==> config.mk <==
export PLATFORM = sky130hd
export DESIGN_NAME = des_key_schedule
export DESIGN_NICKNAME = d
export VERILOG_FILES = /design/src/des_ks_pkg.sv /design/src/des_ks_front.sv /design/src/des_ks_engine.sv /design/src/des_key_schedule.sv
export SDC_FILE = /design/constraint.sdc
export NUM_CORES = 1
export LEC_CHECK = 0
export BUFFER_PORTS_ARGS = -buffer_cell sky130_fd_sc_hd__buf_4
export CORE_UTILIZATION = 44
export DETAILED_ROUTE_END_ITERATION = 10
export GPL_ROUTABILITY_DRIVEN = 0
export SLEW_MARGIN = 20
export SYNTH_ARGS = -nofsm -noshare
export SYNTH_HDL_FRONTEND = slang
export SYNTH_HIERARCHICAL = 1
export SYNTH_SLANG_ARGS = --single-unit
==> constraint.sdc <==
create_clock -name clk -period 3.1 [get_ports clk]
set_input_delay 0.155 -clock clk [delete_from_list [all_inputs] [get_ports clk]]
set_output_delay 0.155 -clock clk [all_outputs]
set_load 0.01 [all_outputs]
==> src/des_ks_pkg.sv <==
// shared types, constants and permutation functions for the des key schedule
package des_ks_pkg;

  localparam int unsigned KEY_W    = 56;
  localparam int unsigned HALF_W   = 28;
  localparam int unsigned SUBKEY_W = 48;
  localparam int unsigned ROUND_W  = 4;

  localparam logic [ROUND_W-1:0] ROUND_LAST = 4'd15;

  // bit r set: round r rotates both halves by two places, else by one
  localparam logic [15:0] ROT_TWO = 16'b0111_1110_1111_1100;

  // pc-2 entries, numbered from 1 at the msb of c||d
  localparam logic [5:0] PC2 [SUBKEY_W] = '{
    6'd14, 6'd17, 6'd11, 6'd24, 6'd1,  6'd5,  6'd3,  6'd28, 6'd15, 6'd6,  6'd21, 6'd10,
    6'd23, 6'd19, 6'd12, 6'd4,  6'd26, 6'd8,  6'd16, 6'd7,  6'd27, 6'd20, 6'd13, 6'd2,
    6'd41, 6'd52, 6'd31, 6'd37, 6'd47, 6'd55, 6'd30, 6'd40, 6'd51, 6'd45, 6'd33, 6'd48,
    6'd44, 6'd49, 6'd39, 6'd56, 6'd34, 6'd53, 6'd46, 6'd42, 6'd50, 6'd36, 6'd29, 6'd32
  };

  // head of the key queue as seen by the round engine
  typedef struct packed {
    logic             valid;
    logic [KEY_W-1:0] key;
  } head_t;

  // round engine status
  typedef struct packed {
    logic               active;
    logic [ROUND_W-1:0] round;
  } eng_stat_t;

  function automatic logic [HALF_W-1:0] rotl28(input logic [HALF_W-1:0] v,
                                                input logic two);
    logic [HALF_W-1:0] r;
    if (two) begin
      r = {v[HALF_W-3:0], v[HALF_W-1:HALF_W-2]};
    end else begin
      r = {v[HALF_W-2:0], v[HALF_W-1]};
    end
    return r;
  endfunction

  function automatic logic [SUBKEY_W-1:0] pc2(input logic [KEY_W-1:0] cd);
    logic [SUBKEY_W-1:0] res;
    logic [5:0]          src;
    res = '0;
    for (int k = 0; k < SUBKEY_W; k++) begin
      src = 6'(KEY_W - 32'(PC2[k]));
      res[SUBKEY_W-1-k] = cd[src];
    end
    return res;
  endfunction

endpackage

==> src/des_ks_front.sv <==
// two-entry key queue in front of the round engine
module des_ks_front (
  input  logic                            clk,
  input  logic                            rst,
  input  logic                            key_valid,
  output logic                            key_stall,
  input  logic [des_ks_pkg::KEY_W-1:0]    key_pc1,
  input  logic                            pop,
  output des_ks_pkg::head_t               head
);

  logic [des_ks_pkg::KEY_W-1:0] entry [2];
  logic       wr_ptr;
  logic       rd_ptr;
  logic [1:0] count;
  logic       push;

  assign key_stall = (count == 2'd2);
  assign push      = key_valid && !key_stall;

  always_ff @(posedge clk) begin
    if (push) begin
      entry[wr_ptr] <= key_pc1;
    end
  end

  always_ff @(posedge clk) begin
    if (rst) begin
      wr_ptr <= 1'b0;
      rd_ptr <= 1'b0;
      count  <= 2'd0;
    end else begin
      if (push) begin
        wr_ptr <= !wr_ptr;
      end
      if (pop) begin
        rd_ptr <= !rd_ptr;
      end
      case ({push, pop})
        2'b10:   count <= count + 2'd1;
        2'b01:   count <= count - 2'd1;
        default: count <= count;
      endcase
    end
  end

  assign head.valid = (count != 2'd0);
  assign head.key   = entry[rd_ptr];

endmodule

==> src/des_ks_engine.sv <==
// round engine: rotates the halves and registers one subkey per cycle while the output is not stalled
module des_ks_engine (
  input  logic                                clk,
  input  logic                                rst,
  input  des_ks_pkg::head_t                   head,
  output logic                                pop,
  output des_ks_pkg::eng_stat_t               stat,
  output logic                                sub_valid,
  input  logic                                sub_stall,
  output logic [des_ks_pkg::SUBKEY_W-1:0]     subkey,
  output logic [des_ks_pkg::ROUND_W-1:0]      round_index,
  output logic                                last_round
);

  logic                              active;
  logic [des_ks_pkg::ROUND_W-1:0]    round;
  logic [des_ks_pkg::HALF_W-1:0]     c_half;
  logic [des_ks_pkg::HALF_W-1:0]     d_half;

  logic                              can_emit;
  logic                              emit;
  logic                              two;
  logic [des_ks_pkg::ROUND_W-1:0]    rnd;
  logic [des_ks_pkg::HALF_W-1:0]     c_src;
  logic [des_ks_pkg::HALF_W-1:0]     d_src;
  logic [des_ks_pkg::HALF_W-1:0]     c_next;
  logic [des_ks_pkg::HALF_W-1:0]     d_next;

  assign can_emit = !sub_valid || !sub_stall;
  assign emit     = can_emit && (active || head.valid);
  // a new key starts its first round in the cycle it leaves the queue
  assign pop      = can_emit && !active && head.valid;

  always_comb begin
    if (active) begin
      c_src = c_half;
      d_src = d_half;
      rnd   = round;
    end else begin
      c_src = head.key[des_ks_pkg::KEY_W-1:des_ks_pkg::HALF_W];
      d_src = head.key[des_ks_pkg::HALF_W-1:0];
      rnd   = '0;
    end
    two    = des_ks_pkg::ROT_TWO[rnd];
    c_next = des_ks_pkg::rotl28(c_src, two);
    d_next = des_ks_pkg::rotl28(d_src, two);
  end

  always_ff @(posedge clk) begin
    if (rst) begin
      active    <= 1'b0;
      round     <= '0;
      c_half    <= '0;
      d_half    <= '0;
      sub_valid <= 1'b0;
    end else begin
      if (emit) begin
        c_half    <= c_next;
        d_half    <= d_next;
        round     <= rnd + 4'd1;
        active    <= (rnd != des_ks_pkg::ROUND_LAST);
        sub_valid <= 1'b1;
      end else if (!sub_stall) begin
        sub_valid <= 1'b0;
      end
    end
  end

  always_ff @(posedge clk) begin
    if (emit) begin
      subkey      <= des_ks_pkg::pc2({c_next, d_next});
      round_index <= rnd;
      last_round  <= (rnd == des_ks_pkg::ROUND_LAST);
    end
  end

  assign stat.active = active;
  assign stat.round  = round;

endmodule

==> src/des_key_schedule.sv <==
// a key accepted into an empty block is written into the queue, then the engine registers its round 0 subkey
// throughput: one subkey per cycle while the output is not stalled, set by the round engine
// a two-key queue sits in front of the engine; the subkey output is a register
// sync reset clears the queue, the engine state and the output valid
// top level of the des key schedule
module des_key_schedule (
  input  logic                                clk,
  input  logic                                rst,
  input  logic                                key_valid,
  output logic                                key_stall,
  input  logic [des_ks_pkg::KEY_W-1:0]        key_pc1,
  output logic                                sub_valid,
  input  logic                                sub_stall,
  output logic [des_ks_pkg::SUBKEY_W-1:0]     subkey,
  output logic [des_ks_pkg::ROUND_W-1:0]      round_index,
  output logic                                last_round
);

  des_ks_pkg::head_t     head;
  des_ks_pkg::eng_stat_t stat;
  logic                  pop;

  des_ks_front u_front (
    .clk       (clk),
    .rst       (rst),
    .key_valid (key_valid),
    .key_stall (key_stall),
    .key_pc1   (key_pc1),
    .pop       (pop),
    .head      (head)
  );

  des_ks_engine u_engine (
    .clk         (clk),
    .rst         (rst),
    .head        (head),
    .pop         (pop),
    .stat        (stat),
    .sub_valid   (sub_valid),
    .sub_stall   (sub_stall),
    .subkey      (subkey),
    .round_index (round_index),
    .last_round  (last_round)
  );

`ifndef NO_ASSERTIONS
  a_last_flag: assert property (@(posedge clk) disable iff (rst)
    sub_valid |-> (last_round == (round_index == des_ks_pkg::ROUND_LAST)))
    else $error("last_round does not match round_index");

  a_pop_nonempty: assert property (@(posedge clk) disable iff (rst)
    pop |-> head.valid)
    else $error("engine took a key from an empty queue");

  a_first_round: assert property (@(posedge clk) disable iff (rst)
    (key_valid && !key_stall && !head.valid && !stat.active && !sub_valid)
      |-> ##2 (sub_valid && round_index == '0))
    else $error("key into idle block did not start round 0 on time");

  a_round_follow: assert property (@(posedge clk) disable iff (rst)
    (sub_valid && !sub_stall && !last_round) |-> stat.active)
    else $error("engine went idle before the last round");
`endif

endmodule
==> metrics.txt <==
# TYPE chip_impl_metric gauge
chip_impl_info{name="most_common_library_cell_in_the_layout_ignoring_fill_and_taps",value="sky130_fd_sc_hd__edfxtp_1"} 1
chip_impl_metric{name="cts.clk_slew.worst_paths",unit="ns"} 0.06
chip_impl_metric{name="slew_violations",unit=""} 0
chip_impl_metric{name="drt_drc_violations_left",unit=""} 0
chip_impl_metric{name="worstPathArrival",unit="ns"} 2.90
chip_impl_metric{name="drt_iter0_drc",unit=""} 392
chip_impl_metric{name="placementRows",unit=""} 52
chip_impl_info{name="commonest_cells_after_routing_fill_and_taps_aside",value="sky130_fd_sc_hd__edfxtp_1 (165), sky130_fd_sc_hd__buf_4 (126), sky130_fd_sc_hd__dfxtp_1 (65), sky130_fd_sc_hd__mux2_2 (58), sky130_fd_sc_hd__dlygate4sd3_1 (57)"} 1
chip_impl_metric{name="die_height",unit="um"} 146.5
chip_impl_metric{name="num-fill-cells",unit=""} 1615
chip_impl_metric{name="clockBufferDepth",unit=""} 3
chip_impl_metric{name="post_cts_buffers",unit=""} 0
chip_impl_metric{name="cts_h_tree_depth",unit=""} 1
chip_impl_info{name="tritoncts",value="built"} 1
chip_impl_metric{name="dp_slack",unit="ns"} 0.6418
chip_impl_metric{name="fin_setup_tns",unit="ns"} 0
chip_impl_metric{name="drt_pass1_iterations",unit=""} 5
chip_impl_info{name="outcome",value="finished clean"} 1
chip_impl_metric{name="static_leakage",unit="nW"} 4.366
chip_impl_metric{name="worst-endpoint-required",unit="ns"} 3.49
chip_impl_metric{name="synthesis.instances",unit=""} 619
chip_impl_metric{name="start_util",unit=""} 0.4509
chip_impl_metric{name="setup_viol",unit=""} 0
chip_impl_metric{name="place.detailed.instances",unit=""} 980
chip_impl_metric{name="pwr_density_cell",unit="nW/um2"} 1008
chip_impl_info{name="crit_path_start_kind",value="register"} 1
chip_impl_metric{name="post-route-worst-setup-slack",unit="ns"} 0.5910
chip_impl_metric{name="clock_sinks",unit=""} 232
chip_impl_metric{name="worst-slew-pin-transition",unit="ns"} 0.7748
chip_impl_metric{name="first_global_vias",unit=""} 5760
chip_impl_info{name="cp-end-kind",value="register"} 1
chip_impl_metric{name="dr_total_vias",unit=""} 5824
chip_impl_metric{name="detail-route-antenna-nets",unit=""} 0
chip_impl_metric{name="antenna_found_initial",unit=""} 0
chip_impl_metric{name="routed_via_density",unit=""} 5.383
chip_impl_metric{name="finalNonFillerCells",unit=""} 1082
chip_impl_metric{name="finalCritPeriodShare",unit=""} 0.8094
chip_impl_metric{name="upper_clock_frequency_limit",unit="MHz"} 398.6
chip_impl_metric{name="antenna_cells_inserted",unit=""} 0
chip_impl_metric{name="io-pin-count",unit=""} 115
chip_impl_metric{name="die-area",unit="um2"} 21450
chip_impl_metric{name="cts_made_buffers",unit=""} 25
chip_impl_info{name="ctsRootBufferMaster",value="sky130_fd_sc_hd__clkbuf_16"} 1
chip_impl_info{name="path_cells",value="a211o_2, nand3_2, buf_4, o221a_2, a22o_1"} 1
chip_impl_metric{name="synth_area_per_cell",unit="um2"} 14.83
chip_impl_metric{name="worst-path-max-fanout",unit=""} 29
chip_impl_metric{name="cp.buffers_inverters",unit=""} 1
chip_impl_info{name="critPathSlowestCell",value="sky130_fd_sc_hd__nand3_2"} 1
chip_impl_info{name="cpLargestDelayFamily",value="compound AO/OA/AOI/OAI gates"} 1
chip_impl_info{name="critical_path_class",value="reg2reg"} 1
chip_impl_metric{name="irDropWorstVdd",unit="V"} 0.0005312
chip_impl_metric{name="global_route.usage.total",unit=""} 0.1878
chip_impl_info{name="worst_hold_path_type",value="in2reg"} 1
chip_impl_metric{name="worst_path_largest_cell_delay",unit="ns"} 0.58
chip_impl_metric{name="largest_net_degree_at_the_start_of_global_routing",unit=""} 42
chip_impl_metric{name="post-route-util",unit=""} 0.5780
chip_impl_metric{name="design.final.nets",unit=""} 856
chip_impl_metric{name="finClkSkew",unit="ns"} 0.007382
chip_impl_metric{name="io_buf_count",unit=""} 114
chip_impl_metric{name="syn2layout_area_growth",unit="%"} 28.19
chip_impl_metric{name="layout-drive-gt1-share",unit=""} 0.3732
chip_impl_metric{name="placement.cell_area",unit="um2"} 10340
chip_impl_metric{name="slew-limit-headroom",unit=""} 0.4835
chip_impl_metric{name="synthesis.area",unit="um2"} 9183
chip_impl_metric{name="core-area",unit="um2"} 20360
chip_impl_metric{name="mapped_nets",unit=""} 681
chip_impl_metric{name="worst_skew_pair.late_latency",unit="ns"} 0.50
chip_impl_metric{name="final-hold-violation-count",unit=""} 0
chip_impl_metric{name="drt-total-wl",unit="um"} 20110
chip_impl_metric{name="grt_first_pass_wirelength",unit="um"} 31690
chip_impl_metric{name="final_period_minus_worst_setup_slack",unit="ns"} 2.509
chip_impl_metric{name="place_hpwl",unit="um"} 13080
chip_impl_metric{name="ys.warnings.count",unit=""} 6
chip_impl_metric{name="cap_violations",unit=""} 0
chip_impl_metric{name="final_design_area_no_fill",unit="um2"} 11770
chip_impl_metric{name="grt_overflow_total",unit=""} 0
chip_impl_metric{name="die_width",unit="um"} 146.5
chip_impl_info{name="unrepaired_setup_endpoints_after_global_routing",value="false"} 1
chip_impl_metric{name="post_drt_wl_per_cell",unit="um"} 18.58
-- worst reg2reg max path: cells and delay by family, from the launching register on --
kind / cells / cell delay, ns
flops: 1 / 0.56
buf+inv: 1 / 0.45
compound gates: 3 / 0.80
simple gates: 1 / 0.58
-- flip-flops by register name, summed over array words and instances (netlist names), 2 cells and up, named ones only --
name	flops
u_engine/c_half	28
u_engine/round_index	4
u_engine/subkey	48
u_engine/d_half	28
u_front/count	2
u_engine/round	4
u_front/entry	112
-- what timing repair did --
item | in CTS | in global routing
hold endpoints to repair | 122 | 0
gates resized for setup | 0 | 0
hold buffers | 57 | 0
-- metal layers --
layer,wire [um],share of wire,global-route usage
met1,9396,0.47,0.2706
met2,9285,0.46,0.2986
met3,1010,0.050,0.02500
met4,414,0.021,0.05156
met5,0,0,0
-- path summary, 6_finish.rpt --
kind / start / to / slack [ns] / cells after the start
min: sub_stall / u_engine/sub_valid / 0.06 / 3
max reg2reg: u_engine/round[2] / u_engine/d_half[4] / 0.59 / 5
max: u_engine/round[2] / u_engine/d_half[4] / 0.59 / 5
min reg2reg: u_engine/c_half[10] / u_engine/c_half[10] / 0.47 / 2
-- final cells by class --
type	instances	area (um2)	area share
Clock buffer	33	695.7	0.05910
Clock inverter	12	163.9	0.01392
Inverter	8	30.03	0.002551
Multi-Input combinational cell	340	2649	0.2250
Sequential cell	232	6299	0.5351
Tap cell	270	337.8	0.02870
Timing Repair Buffer	187	1597	0.1356
-- power by group --
| part | switching (mW) | leakage (nW) | internal (mW) |
|---|---|---|---|
| sequential | 0.631 | 2.11 | 4.57 |
| combinational | 1.86 | 1.83 | 1.74 |
| clock | 1.16 | 0.427 | 1.91 |
-- stage by stage --
step	power [mW]	hold slack (ns)
after floorplan	7.339	0.2241
after global placement	8.718	0.3404
after detailed placement	8.828	0.3425
after CTS	11.98	0.04009
after global routing	12.48	0.08222
final	11.87	0.05890
Note: power is estimated with default switching activity, not from simulation.
